`src/hdl/hhtok_pkg.sv`:
```
`default_nettype none
package hhtok_pkg;

   typedef logic [7:0]  byte_type;
   typedef logic [2:0]  kind_type;
   typedef logic [2:0]  method_type;
   typedef logic [9:0]  code_type;
   typedef logic [15:0] len_type;

   // Result kinds.
   localparam kind_type KIND_SKIP    = 3'd0;
   localparam kind_type KIND_URL     = 3'd1;
   localparam kind_type KIND_KEY     = 3'd2;
   localparam kind_type KIND_VALUE   = 3'd3;
   localparam kind_type KIND_COMMIT  = 3'd4;
   localparam kind_type KIND_DISCARD = 3'd5;
   localparam kind_type KIND_DONE    = 3'd6;
   localparam kind_type KIND_ERROR   = 3'd7;

   // Method codes.
   localparam method_type METHOD_NONE = 3'd0;
   localparam method_type METHOD_GET  = 3'd1;
   localparam method_type METHOD_POST = 3'd2;
   localparam method_type METHOD_HEAD = 3'd3;
   localparam method_type METHOD_RESP = 3'd4;

   localparam byte_type CH_CR    = 8'h0D;
   localparam byte_type CH_LF    = 8'h0A;
   localparam byte_type CH_SPACE = 8'h20;
   localparam byte_type CH_COLON = 8'h3A;
   localparam byte_type CH_SEMI  = 8'h3B;
   localparam byte_type CH_ZERO  = 8'h30;
   localparam byte_type CH_NINE  = 8'h39;
   localparam byte_type CH_UPPER_A = 8'h41;
   localparam byte_type CH_UPPER_Z = 8'h5A;
   localparam byte_type CASE_BIT = 8'h20;

   localparam logic [31:0] CRLF_CRLF = 32'h0D0A0D0A;

   // Method prefixes, first character at index 0. GET has an unused fourth slot.
   localparam logic [3:0][7:0] PAT_POST = {8'h54, 8'h53, 8'h4F, 8'h50};
   localparam logic [3:0][7:0] PAT_GET  = {8'h00, 8'h54, 8'h45, 8'h47};
   localparam logic [3:0][7:0] PAT_HEAD = {8'h44, 8'h41, 8'h45, 8'h48};
   localparam logic [3:0][7:0] PAT_HTTP = {8'h50, 8'h54, 8'h54, 8'h48};

   localparam logic [3:0] URL_OFF_GET   = 4'd4;
   localparam logic [3:0] URL_OFF_OTHER = 4'd5;
   localparam logic [3:0] POS_MAX       = 4'd15;

   typedef enum logic [6:0] {
      PH_FIRST   = 7'b0000001,
      PH_KEY     = 7'b0000010,
      PH_SKIP1   = 7'b0000100,
      PH_VAL     = 7'b0001000,
      PH_VALSKIP = 7'b0010000,
      PH_DONE    = 7'b0100000,
      PH_FAIL    = 7'b1000000
   } phase_type;

   typedef struct packed {
      phase_type   phase;
      logic [3:0]  first_line_pos;
      logic [3:0]  prefix_alive;
      logic        cr_held;
      logic        line_empty;
      logic        colon_seen;
      logic        span_closed;
      logic [31:0] tail_bytes;
      method_type  method_reg;
      code_type    code_acc;
      logic [1:0]  code_digits;
      len_type     byte_count;
      logic        end_seen;
      logic        failed;
   } parse_state_type;

   typedef struct packed {
      kind_type   kind;
      byte_type   out_char;
      logic       run_last;
      method_type method_code;
      code_type   status_code;
      logic       finished;
      logic       accepted;
      len_type    total_length;
   } rsp_type;

   typedef struct packed {
      parse_state_type st;
      rsp_type         rsp;
   } step_type;

   localparam parse_state_type STATE_RESET = '{
      phase:          PH_FIRST,
      first_line_pos: 4'd0,
      prefix_alive:   4'hF,
      cr_held:        1'b0,
      line_empty:     1'b1,
      colon_seen:     1'b0,
      span_closed:    1'b0,
      tail_bytes:     32'd0,
      method_reg:     METHOD_NONE,
      code_acc:       10'd0,
      code_digits:    2'd0,
      byte_count:     16'd0,
      end_seen:       1'b0,
      failed:         1'b0
   };

endpackage
`default_nettype wire

```
`src/hdl/http_header_tokenizer.sv`:
```
// HTTP header tokenizer.
// Input channel (req_*): one header byte per beat, with req_end_of_buffer set on
// the final byte of a buffer. Result channel (rsp_*): tagged bytes, field commit
// or discard marks, and one verdict beat (header done or error) per buffer.
// A byte gives zero, one or two result beats; rsp_run_last marks the last one.
// A CR is held back until the next byte shows whether it ends a line.
// A result is written into the result queue when its byte is accepted and
// is offered once the results ahead of it are taken. One byte per cycle while
// each byte gives at most one result and the receiver takes results; a byte
// giving two results drains one beat at a time. The parse state is registered
// at acceptance, and results wait in a four-entry result queue. req_ready is
// high while that queue holds two results or fewer, so it depends only on
// registers. When the receiver stalls, the queue fills and req_ready drops;
// nothing is lost. Reset clears the parse state and empties the queue. After
// a verdict, the next byte starts a new buffer from the reset state.
`default_nettype none
module http_header_tokenizer (
   input  wire                       clock,
   input  wire                       reset,
   input  wire                       req_valid,
   output logic                      req_ready,
   input  wire  hhtok_pkg::byte_type req_in_char,
   input  wire                       req_end_of_buffer,
   output logic                      rsp_valid,
   input  wire                       rsp_ready,
   output hhtok_pkg::kind_type       rsp_kind,
   output hhtok_pkg::byte_type       rsp_out_char,
   output logic                      rsp_run_last,
   output hhtok_pkg::method_type     rsp_method_code,
   output hhtok_pkg::code_type       rsp_status_code,
   output logic                      rsp_finished,
   output logic                      rsp_accepted,
   output hhtok_pkg::len_type        rsp_total_length
);
   import hhtok_pkg::*;

   function automatic rsp_type make_rsp(parse_state_type s, kind_type kind, byte_type ch,
                                        logic fin, logic acc);
      rsp_type r;
      r.kind         = kind;
      r.out_char     = ch;
      r.run_last     = 1'b0;
      r.method_code  = s.method_reg;
      r.status_code  = s.code_acc;
      r.finished     = fin;
      r.accepted     = acc;
      r.total_length = s.byte_count;
      return r;
   endfunction

   function automatic byte_type to_lower(byte_type c);
      return (c >= CH_UPPER_A && c <= CH_UPPER_Z) ? (c | CASE_BIT) : c;
   endfunction

   function automatic step_type first_content(parse_state_type s_in, byte_type c);
      parse_state_type s;
      kind_type        kind;
      logic [1:0]      idx;
      logic [3:0]      off;
      logic [13:0]     acc_ext;
      step_type        res;
      s    = s_in;
      kind = KIND_SKIP;
      idx  = s.first_line_pos[1:0];
      s.line_empty = 1'b0;
      if (s.method_reg == METHOD_NONE) begin
         if (s.first_line_pos < 4'd4) begin
            if (c != PAT_POST[idx]) s.prefix_alive[0] = 1'b0;
            if (s.first_line_pos >= 4'd3 || c != PAT_GET[idx]) s.prefix_alive[1] = 1'b0;
            if (c != PAT_HEAD[idx]) s.prefix_alive[2] = 1'b0;
            if (c != PAT_HTTP[idx]) s.prefix_alive[3] = 1'b0;
         end else begin
            s.prefix_alive = 4'd0;
         end
         if (s.first_line_pos == 4'd2 && s.prefix_alive[1]) begin
            s.method_reg = METHOD_GET;
         end else if (s.first_line_pos == 4'd3 && s.prefix_alive[0]) begin
            s.method_reg = METHOD_POST;
         end else if (s.first_line_pos == 4'd3 && s.prefix_alive[2]) begin
            s.method_reg = METHOD_HEAD;
         end else if (s.first_line_pos == 4'd3 && s.prefix_alive[3]) begin
            s.method_reg = METHOD_RESP;
         end
         if (s.method_reg == METHOD_NONE && s.prefix_alive == 4'd0) begin
            s.failed = 1'b1;
            s.phase  = PH_FAIL;
         end
      end else if (s.method_reg != METHOD_RESP) begin
         off = (s.method_reg == METHOD_GET) ? URL_OFF_GET : URL_OFF_OTHER;
         if (s.first_line_pos >= off && !s.span_closed) begin
            if (c == CH_SPACE) s.span_closed = 1'b1;
            else kind = KIND_URL;
         end
      end else if (!s.span_closed) begin
         if (c == CH_SPACE) s.span_closed = 1'b1;
      end else if (s.code_digits != 2'd3) begin
         if (c >= CH_ZERO && c <= CH_NINE) begin
            // code * 10 as two shifted copies, plus the digit.
            acc_ext = {1'b0, s.code_acc, 3'b000} + {3'b000, s.code_acc, 1'b0}
                      + {6'd0, c - CH_ZERO};
            s.code_acc    = acc_ext[9:0];
            s.code_digits = s.code_digits + 2'd1;
         end else begin
            s.code_digits = 2'd3;
         end
      end
      if (s.first_line_pos != POS_MAX) s.first_line_pos = s.first_line_pos + 4'd1;
      res.st  = s;
      res.rsp = make_rsp(s, kind, c, 1'b0, 1'b0);
      return res;
   endfunction

   function automatic step_type content(parse_state_type s_in, byte_type c);
      parse_state_type s;
      kind_type        kind;
      byte_type        ch;
      step_type        res;
      s    = s_in;
      kind = KIND_SKIP;
      ch   = c;
      res  = '0;
      unique case (s.phase)
         PH_FIRST: begin
            res = first_content(s, c);
         end
         PH_KEY: begin
            s.line_empty = 1'b0;
            if (c == CH_COLON) begin
               s.colon_seen = 1'b1;
               s.phase      = PH_SKIP1;
            end else begin
               kind = KIND_KEY;
               ch   = to_lower(c);
            end
         end
         PH_SKIP1: begin
            s.line_empty = 1'b0;
            s.phase      = PH_VAL;
         end
         PH_VAL: begin
            s.line_empty = 1'b0;
            if (c == CH_SEMI) begin
               s.phase = PH_VALSKIP;
            end else begin
               kind = KIND_VALUE;
               ch   = to_lower(c);
            end
         end
         PH_VALSKIP: begin
            s.line_empty = 1'b0;
         end
         default: begin
         end
      endcase
      if (s.phase != PH_FIRST || s_in.phase != PH_FIRST) begin
         res.st  = s;
         res.rsp = make_rsp(s, kind, ch, 1'b0, 1'b0);
      end
      return res;
   endfunction

   function automatic step_type line_end(parse_state_type s_in);
      parse_state_type s;
      kind_type        kind;
      byte_type        ch;
      step_type        res;
      s    = s_in;
      kind = KIND_SKIP;
      ch   = CH_LF;
      if (s.phase == PH_FIRST) begin
         if (s.line_empty || s.method_reg == METHOD_NONE) begin
            s.failed = 1'b1;
            s.phase  = PH_FAIL;
         end else begin
            s.phase = PH_KEY;
         end
      end else if (s.line_empty) begin
         s.phase = PH_DONE;
      end else begin
         kind  = s.colon_seen ? KIND_COMMIT : KIND_DISCARD;
         ch    = '0;
         s.phase = PH_KEY;
      end
      s.line_empty = 1'b1;
      s.colon_seen = 1'b0;
      res.st  = s;
      res.rsp = make_rsp(s, kind, ch, 1'b0, 1'b0);
      return res;
   endfunction

   parse_state_type st_ff, st_in;
   rsp_type         queue_ff [4];
   logic [1:0]      wr_ptr_ff, wr_ptr_in;
   logic [1:0]      rd_ptr_ff, rd_ptr_in;
   logic [2:0]      count_ff, count_in;

   logic            accept;
   logic            pop;
   logic [1:0]      n_res;
   rsp_type         res0;
   rsp_type         res1;

   assign req_ready = (count_ff <= 3'd2);
   assign accept    = req_valid && req_ready;
   assign rsp_valid = (count_ff != 3'd0);
   assign pop       = rsp_valid && rsp_ready;

   always_comb begin
      parse_state_type s;
      step_type        stp;
      logic            ok;
      logic            handled;
      s       = st_ff.end_seen ? STATE_RESET : st_ff;
      res0    = '0;
      res1    = '0;
      n_res   = 2'd0;
      ok      = 1'b0;
      handled = 1'b0;
      stp     = '0;
      if (s.byte_count != 16'hFFFF) s.byte_count = s.byte_count + 16'd1;
      s.tail_bytes = {s.tail_bytes[23:0], req_in_char};

      if (req_end_of_buffer) begin
         ok         = !s.failed && (s.tail_bytes == CRLF_CRLF);
         s.end_seen = 1'b1;
         s.cr_held  = 1'b0;
         res0       = make_rsp(s, ok ? KIND_DONE : KIND_ERROR, '0, 1'b1, ok);
         n_res      = 2'd1;
      end else if (s.phase == PH_DONE || s.phase == PH_FAIL) begin
         res0  = make_rsp(s, KIND_SKIP, req_in_char, 1'b0, 1'b0);
         n_res = 2'd1;
      end else begin
         if (s.cr_held) begin
            s.cr_held = 1'b0;
            if (req_in_char == CH_LF) begin
               stp     = line_end(s);
               s       = stp.st;
               res0    = stp.rsp;
               n_res   = 2'd1;
               handled = 1'b1;
            end else begin
               // A lone CR counts as an ordinary content byte.
               stp   = content(s, CH_CR);
               s     = stp.st;
               res0  = stp.rsp;
               n_res = 2'd1;
            end
         end
         if (!handled) begin
            if (s.phase == PH_DONE || s.phase == PH_FAIL) begin
               stp.rsp = make_rsp(s, KIND_SKIP, req_in_char, 1'b0, 1'b0);
            end else if (req_in_char == CH_CR) begin
               s.cr_held = 1'b1;
            end else begin
               stp = content(s, req_in_char);
               s   = stp.st;
            end
            if (!s.cr_held) begin
               if (n_res == 2'd0) res0 = stp.rsp;
               else res1 = stp.rsp;
               n_res = n_res + 2'd1;
            end
         end
      end

      if (n_res == 2'd1) res0.run_last = 1'b1;
      if (n_res == 2'd2) res1.run_last = 1'b1;
      st_in = s;
   end

   always_comb begin
      wr_ptr_in = wr_ptr_ff;
      rd_ptr_in = rd_ptr_ff;
      count_in  = count_ff;
      if (accept) begin
         wr_ptr_in = wr_ptr_ff + n_res;
         count_in  = count_in + {1'b0, n_res};
      end
      if (pop) begin
         rd_ptr_in = rd_ptr_ff + 2'd1;
         count_in  = count_in - 3'd1;
      end
   end

   always_ff @(posedge clock) begin
      if (reset) begin
         st_ff     <= STATE_RESET;
         wr_ptr_ff <= '0;
         rd_ptr_ff <= '0;
         count_ff  <= '0;
      end else begin
         if (accept) st_ff <= st_in;
         wr_ptr_ff <= wr_ptr_in;
         rd_ptr_ff <= rd_ptr_in;
         count_ff  <= count_in;
      end
   end

   always_ff @(posedge clock) begin
      if (accept && n_res != 2'd0) queue_ff[wr_ptr_ff] <= res0;
      if (accept && n_res == 2'd2) queue_ff[wr_ptr_ff + 2'd1] <= res1;
   end

   rsp_type head;
   assign head             = queue_ff[rd_ptr_ff];
   assign rsp_kind         = head.kind;
   assign rsp_out_char     = head.out_char;
   assign rsp_run_last     = head.run_last;
   assign rsp_method_code  = head.method_code;
   assign rsp_status_code  = head.status_code;
   assign rsp_finished     = head.finished;
   assign rsp_accepted     = head.accepted;
   assign rsp_total_length = head.total_length;

   // The queue must never be pushed beyond its four entries.
   assert property (@(posedge clock) disable iff (reset) count_ff <= 3'd4)
      else $error("result queue overflow");

   // A verdict is always the last beat of its byte.
   assert property (@(posedge clock) disable iff (reset)
      rsp_valid && rsp_finished |-> rsp_run_last)
      else $error("verdict beat without run_last");

   // An accepted header only comes with a header-done verdict.
   assert property (@(posedge clock) disable iff (reset)
      rsp_valid && rsp_accepted |-> rsp_finished && rsp_kind == KIND_DONE)
      else $error("accepted flag on a non-verdict beat");

   // The byte that closes a buffer pushes exactly one result.
   assert property (@(posedge clock) disable iff (reset)
      accept && req_end_of_buffer |=> count_ff == $past(count_ff) + 3'd1 - {2'd0, $past(pop)})
      else $error("end of buffer did not give one verdict");

endmodule
`default_nettype wire

```
`config.mk`:
```
export PLATFORM = sky130hd
export DESIGN_NAME = http_header_tokenizer
export DESIGN_NICKNAME = d
export VERILOG_FILES = /design/src/hdl/hhtok_pkg.sv /design/src/hdl/http_header_tokenizer.sv
export SDC_FILE = /design/constraint.sdc
export NUM_CORES = 1
export LEC_CHECK = 0
export BUFFER_PORTS_ARGS = -buffer_cell sky130_fd_sc_hd__buf_2
export CORE_MARGIN = 2
export CORE_UTILIZATION = 60
export DETAILED_ROUTE_END_ITERATION = 7
export GPL_TIMING_DRIVEN = 0
export HOLD_SLACK_MARGIN = 0.02
export PLACE_DENSITY = 0.87
export SETUP_SLACK_MARGIN = 0.15
export SLEW_MARGIN = 20
export SYNTH_ARGS = -nofsm -noshare
export SYNTH_HDL_FRONTEND = slang
export SYNTH_SLANG_ARGS = --single-unit
```
`constraint.sdc`:
```
create_clock -name clock -period 15.81 [get_ports clock]
set_clock_uncertainty 0.05 [all_clocks]
set_input_delay 3.162 -clock clock [delete_from_list [all_inputs] [get_ports clock]]
set_output_delay 3.162 -clock clock [all_outputs]
set_load 0.05 [all_outputs]
```
Yosys cells after proc, flatten, opt, wreduce, memory -nomap -nowiden. Memory sizes are Yosys's and may differ from the RTL's. A register that Yosys moved wholly into a read port is not among the register bits. Cells that the tools add are included.

RAM bits: 172. Memories kept: 1. Flip-flop bits (word level): 91. Bits of input ports: 13. Output and inout port bits: 45. Logic and storage cells: 327.

Memories: queue_ff (words 4, width 43, rd ports 1, clocked after Yosys merged registers in 1, write ports 2, RTL line http_header_tokenizer.sv:192) `rsp_type queue_ff [4];`.

Add/sub/neg operators: 13. $lt $le $gt $ge: 13. Reductions and logical operators: 40. Equal/unequal tests: 47. Muxes and demuxes: 196.

Operators by type and width (number): $mux W84 (11); $mux W43 (16); $mux W127 (4); $bmux W8 S2 (8); $mux W7 (18); $mux W4 (21); $mux W3 (27); $mux W68 (1); $mux W66 (1); $mux W8 (8); $mux W1 (50); $mux W12 (4); $eq A32 B28 Y1 const B (1); $ne A4 B8 Y1 const A (4); $ne A8 B8 Y1 (4); $mux W15 (2); $mux W2 (15); $ne A7 B1 Y1 const B (4); $eq A8 B6 Y1 const B (3); $mux W6 (4); $pmux W7 S3 (1); $logic_and A1 B1 Y1 (19); $add A16 B1 Y16 const B (1); $eq A4 B2 Y1 const B (4); other kinds (44) (78).

Depth between registers and ports, before layout.
Depth in word-level cells: 78. Depth in mapped cells: 21. Mapped depth without buffers: 18.

Worst setup path after synthesis. Ideal clock, no wire load.

Kind: input -> register. Start: in req_in_char[4]. End: mem queue_ff[0][0] (netlist name), enable pin. Path slack: 7.564 ns. Arrival: 7.657 ns. Setup time: 0.539 ns. Required time: 15.221 ns. Path buffers: 5. Cell stages on the path: 19. Path through: inv_1 ha_1 nor4bb_1 clkbuf_1 nand3_1 buf_2 nand2_1 o32ai_1 o311a_1 clkbuf_1 nor2_2 inv_2 ha_1 or2_1 o21ai_1 or3_1 clkbuf_1 clkbuf_1 nand2_1.

RTL lines: start: declaration (RTL line http_header_tokenizer.sv:22) `input wire hhtok_pkg::byte_type req_in_char,`; end: declaration (RTL line http_header_tokenizer.sv:192).

==> report_table.html <==
<table>
<tr><th>Metric</th><th>Value</th></tr>
<tr><th colspan="2">Power</th></tr>
<tr><td>Internal Pwr Total</td><td>1.42 mW</td></tr>
<tr><td>Power spent charging and discharging nets</td><td>~0.94 mW</td></tr>
<tr><td>Leakage component of the power</td><td>5.52 nW</td></tr>
<tr><td>Power density relative to cell area</td><td>149 nW/um^2</td></tr>
<tr><td>Clock share of power</td><td>0.274</td></tr>
<tr><td>Register share of total power</td><td>0.354</td></tr>
<tr><td>Worst-case vdd ir drop</td><td>0.0955 mV</td></tr>
<tr><td>Switching part of the total power</td><td>0.399</td></tr>
<tr><td>Power consumption</td><td>2.37 mW</td></tr>
<tr><td>Share of power burned in combinational logic</td><td>0.372</td></tr>
<tr><th colspan="2">GRT</th></tr>
<tr><td>Total routing usage reported by global routing</td><td>0.392</td></tr>
<tr><td>Via count of the first global-routing pass</td><td>12700</td></tr>
<tr><td>Initial antenna violation count</td><td>0</td></tr>
<tr><td>Pin count of the biggest net entering global routing</td><td>25</td></tr>
<tr><td>Grt ovf</td><td>0</td></tr>
<tr><td>Global-route wire length before repair</td><td>73500 microns</td></tr>
<tr><th colspan="2">Clocking</th></tr>
<tr><td>Clock input transition at the sequential cells of the worst setup and hold paths</td><td>0.06 ns</td></tr>
<tr><td>Maximum buffer depth of the clock tree</td><td>3</td></tr>
<tr><td>Latest clock arrival within the worst-skew pair</td><td>0.56 ns</td></tr>
<tr><td>Number of resized instances in the post-cts repair step</td><td>0</td></tr>
<tr><td>Total setup buffers inserted after CTS</td><td>0</td></tr>
<tr><td>Number of buffers added to fix hold violations after cts</td><td>0</td></tr>
<tr><td>Clock buffer count from CTS</td><td>27</td></tr>
<tr><td>Maximum level of the CTS H-tree</td><td>1</td></tr>
<tr><td>Cell at the root of the clock tree</td><td>clkbuf_16</td></tr>
<tr><td>CTS Sinks</td><td>257</td></tr>
<tr><td>Clock tree from TritonCTS</td><td>built</td></tr>
<tr><th colspan="2">Synth</th></tr>
<tr><td>Cell area after synthesis</td><td>about 14000 sq um</td></tr>
<tr><td>Number of warning messages in the yosys log</td><td>0</td></tr>
<tr><td>Fraction of synthesis flops using an asynchronous set or reset pin</td><td>0</td></tr>
<tr><td>Avg Cell Area, Syn</td><td>9.89 sq um</td></tr>
<tr><td>Mapped Nets</td><td>about 1500</td></tr>
<tr><td>Number of distinct library cells after synthesis</td><td>86</td></tr>
<tr><td>Sequential element share of the synthesized area</td><td>0.478</td></tr>
<tr><td>Leading register cell type out of synthesis</td><td>edfxtp_1</td></tr>
<tr><td>Synthesized instance count</td><td>between 1000 and 1500</td></tr>
<tr><td>Synthesized flop and latch total</td><td>257</td></tr>
<tr><td>Count of flip-flops with a built-in enable after synthesis</td><td>164</td></tr>
<tr><th colspan="2">Setup path</th></tr>
<tr><td>Crit path capture type</td><td>flip-flop</td></tr>
<tr><td>Critical Path Stages</td><td>21</td></tr>
<tr><td>Maximum fanout count along the critical path</td><td>24</td></tr>
<tr><td>Critical path data arrival time</td><td>10.03 ns</td></tr>
<tr><td>Largest stage delay on the critical path</td><td>0.60 ns</td></tr>
<tr><td>Data required time at the worst endpoint</td><td>16.05 ns</td></tr>
<tr><td>Top delay family on crit path</td><td>buffers and inverters</td></tr>
<tr><td>Most numerous cell on the critical path</td><td>clkbuf_1</td></tr>
<tr><td>Worst reg2reg path depth</td><td>18</td></tr>
<tr><td>Worst Path Class, Setup</td><td>in -&gt; reg</td></tr>
<tr><td>Library cell contributing the largest single delay on the critical path</td><td>nor4bb_1</td></tr>
<tr><td>Startpoint types</td><td>input pin</td></tr>
<tr><td>Sequence of cells on the critical path</td><td>buf_2 &gt; inv_1 &gt; ha_1 &gt; nor4bb_1 &gt; clkbuf_1 &gt; nand3_1 &gt; buf_2 &gt; nand2_1 &gt; o32ai_1 &gt; o311a_1 &gt; clkbuf_1 &gt; nor2_2 &gt; inv_2 &gt; ha_1 &gt; or2_1 &gt; o21ai_1 &gt; or3_1 &gt; clkbuf_1 &gt; clkbuf_1 &gt; nand2_2 &gt; buf_12</td></tr>
<tr><td>Buf+Inv Stages, Crit Path</td><td>9</td></tr>
<tr><th colspan="2">Floorplanning</th></tr>
<tr><td>Row count</td><td>56</td></tr>
<tr><td>Initial cell density of the core</td><td>0.608</td></tr>
<tr><td>Core area</td><td>23300 sq um</td></tr>
<tr><td>Width of the die</td><td>158 microns</td></tr>
<tr><td>Number of top-level pins</td><td>58</td></tr>
<tr><td>Vert. Die Dim</td><td>158 microns</td></tr>
<tr><td>Floorplan die area</td><td>around 25000 sq um</td></tr>
<tr><th colspan="2">Placed design</th></tr>
<tr><td>Count of input and output buffers</td><td>54</td></tr>
<tr><td>Place WS</td><td>5.85 ns</td></tr>
<tr><td>HPWL reported at the end of detailed placement</td><td>34900 microns</td></tr>
<tr><td>Global placer's final weighted congestion</td><td>between 1 and 1.5</td></tr>
<tr><th colspan="2">Drt</th></tr>
<tr><td>DRC errors left</td><td>1</td></tr>
<tr><td>Routed Wire Length</td><td>48900 microns</td></tr>
<tr><td>Detailed-route vias per instance</td><td>7.13</td></tr>
<tr><td>Pre-antenna DRT Iters</td><td>8</td></tr>
<tr><td>Average wire length per cell after detail routing</td><td>about 26 microns</td></tr>
<tr><td>Total vias in the final route</td><td>13300</td></tr>
<tr><td>Number of violations reported at the end of detailed-routing iteration 0</td><td>2054</td></tr>
<tr><td>Number of nets with antenna violations after detailed routing</td><td>0</td></tr>
<tr><th colspan="2">Outcome</th></tr>
<tr><td>Failing checks</td><td>DRC</td></tr>
<tr><td>Result of the run</td><td>finished, violations left</td></tr>
<tr><th colspan="2">Finish</th></tr>
<tr><td>Nets</td><td>roughly 1600</td></tr>
<tr><td>Layout overhead on the synthesized area</td><td>11.9%</td></tr>
<tr><td>Diode count</td><td>0</td></tr>
<tr><td>Ratio of cells with drive above 1 in the final layout</td><td>0.124</td></tr>
<tr><td>Layout Utilization</td><td>0.680</td></tr>
<tr><th colspan="2">Worst hold path</th></tr>
<tr><td>Hold Path Class</td><td>reg -&gt; reg</td></tr>
<tr><td>Worst hold stages</td><td>1</td></tr>
<tr><th colspan="2">Timing</th></tr>
<tr><td>Total Neg Setup Slack</td><td>0 ns</td></tr>
<tr><td>Time the worst path needs with I/O delays and setup</td><td>9.78 ns</td></tr>
<tr><td>Tightest Pin Transition</td><td>1.15 ns</td></tr>
<tr><td>Final Hold Fails</td><td>0</td></tr>
<tr><td>Final worst setup slack</td><td>6.03 ns</td></tr>
<tr><td>Worst relative slew slack</td><td>0.229</td></tr>
<tr><td>Final Slew Violations</td><td>0</td></tr>
<tr><td>Number of setup violations in the final report</td><td>0</td></tr>
<tr><td>Crit share post-route</td><td>0.619</td></tr>
<tr><td>Achievable frequency</td><td>102 MHz</td></tr>
<tr><td>Unrepaired setup endpoints after global routing</td><td>no</td></tr>
<tr><th colspan="2">Flow run</th></tr>
<tr><td>MaxCap Viol Count</td><td>0</td></tr>
</table>
==> state kept, by name, indices dropped and copies added, names as in the netlist, named ones only <==
register	flops
queue_ff	172
st_ff	76
count_ff	3
wr_ptr_ff	2
rd_ptr_ff	2
==> synthesized netlist by cell type (5+ instances only) <==
| library cell | n | area [sq um] |
|---|---|---|
| a211o_1 | 6 | 52.6 |
| a211oi_1 | 6 | 45.0 |
| a21o_1 | 5 | 37.5 |
| a21oi_1 | 114 | 571 |
| a22o_1 | 14 | 123 |
| a22oi_1 | 22 | 165 |
| a31oi_1 | 13 | 81.3 |
| a32oi_1 | 5 | 43.8 |
| and3_1 | 25 | 156 |
| buf_1 | 10 | 37.5 |
| buf_2 | 12 | 60.1 |
| clkbuf_1 | 72 | 270 |
| dfxtp_1 | 93 | 1860 |
| edfxtp_1 | 164 | 4920 |
| fa_1 | 7 | 140 |
| ha_1 | 23 | 288 |
| inv_1 | 30 | 113 |
| mux2i_1 | 8 | 80.1 |
| mux4_2 | 43 | 968 |
| nand2_1 | 126 | 473 |
| nand2b_1 | 14 | 87.6 |
| nand3_1 | 35 | 175 |
| nand4_1 | 16 | 100 |
| nor2_1 | 208 | 781 |
| nor2b_1 | 36 | 225 |
| nor3_1 | 40 | 200 |
| nor3b_1 | 6 | 45.0 |
| nor4_1 | 17 | 106 |
| o211ai_1 | 6 | 45.0 |
| o21a_1 | 7 | 52.6 |
| o21ai_0 | 43 | 215 |
| o22ai_1 | 57 | 357 |
| o32ai_1 | 12 | 105 |
| or2_2 | 7 | 43.8 |
| or3_1 | 16 | 100 |
| xnor2_1 | 24 | 210 |
| xor2_1 | 8 | 70.1 |
==> worst paths after layout <==
check	startpoint	endpoint	slack, ns
max	req_in_char[4]	queue_ff[0][26]$_DFFE_PP_	6.03
min	st_ff[72]$_SDFFE_PP1P_	st_ff[72]$_SDFFE_PP1P_	0.42
max reg2reg	st_ff[68]$_SDFFE_PP0P_	queue_ff[0][26]$_DFFE_PP_	9.18
min reg2reg	st_ff[72]$_SDFFE_PP1P_	st_ff[72]$_SDFFE_PP1P_	0.42
==> layout by cell type, fill, tap and decap left out, types with 5 or more instances in the layout <==
master and count:
nand2_1 122, a22oi_1 22, or3_1 16, dfxtp_1 93
clkbuf_16 27, nand3_1 35, a32oi_1 5, clkinv_2 5
o21ai_0 43, nor4_1 17, a211o_1 6, clkbuf_1 79
nor3b_1 6, o21a_1 7, ha_1 23, o32ai_1 12
nor2b_1 36, a21o_1 5, a21oi_1 114, xor2_1 8
nor2_1 208, o22ai_1 57, or2_2 7, o211ai_1 6
mux4_2 43, a211oi_1 6, a22o_1 14, nor3_1 38
mux2i_1 8, nand2b_1 14, buf_2 66, inv_1 30
xnor2_1 24, buf_1 9, edfxtp_1 164, fa_1 7
a31oi_1 12, and3_1 25, nand4_1 16
==> stage by stage <==
step	hold slack (ns)	cell area, sq um	instances
finish	0.422	15900	1861
global route	0.428	15900	1861
CTS	0.418	15900	1861
detailed placement	0.396	15000	1812
global placement	0.390	14900	1808
floorplan	0.379	14200	1435
==> routing by layer <==
layer  global-route usage  wire length (microns)  vias to the layer above
li1                     -                      -                     5558
met1                0.507                  17400                     6241
met2                0.624                  22200                     1183
met3               0.0780                   6160                      280
met4                0.212                   3060                        0
met5                    0                      0                        -
==> cell type report <==
class	count	area (sq um)
inverter	34	128
fill	1702	7460
clock buffer	36	729
multi-input combinational	1048	6930
sequential	257	6790
tap	319	399
timing repair buffer	58	358
clock inverter	13	163
buffer	96	385
==> kinds of logic after synthesis <==
logic type | after synthesis | synth area share
AOI/OAI and AO/OA | 361 | 0.169
xor gates and xnor gates | 32 | 0.0197
DFF | 257 | 0.478
muxes | 52 | 0.0749
buffers and inverters | 130 | 0.0361
and+or+nand+nor | 573 | 0.192
adders and majority gates | 30 | 0.0302
==> power by group through the flow <==
| stage | logic, mW | registers (mW) | clock network (mW) |
|---|---|---|---|
| after floorplan | 0.634 | 0.836 | 0 |
| after CTS | 0.866 | 0.837 | 0.641 |
| after detailed placement | 0.857 | 0.849 | 0 |
| after global placement | 0.837 | 0.846 | 0 |
| after global routing | 0.925 | 0.844 | 0.667 |
| final | 0.881 | 0.838 | 0.650 |
==> worst reg2reg max path: stages (launching register included) <==
cell and delay (ns):
dfxtp_1 0.31, clkbuf_1 0.47, nand2b_1 0.09, buf_2 0.21, nor3_2 0.71, nor3_2 0.29, nor3_1 0.21, o311a_1 0.19
clkbuf_1 0.46, nor2_2 0.23, inv_2 0.23, ha_1 0.28, or2_1 0.35, o21ai_1 0.36, or3_1 0.25, clkbuf_1 0.23
clkbuf_1 0.60, nand2_2 0.50, buf_12 0.34
Note: power is estimated with default switching activity, not from simulation.
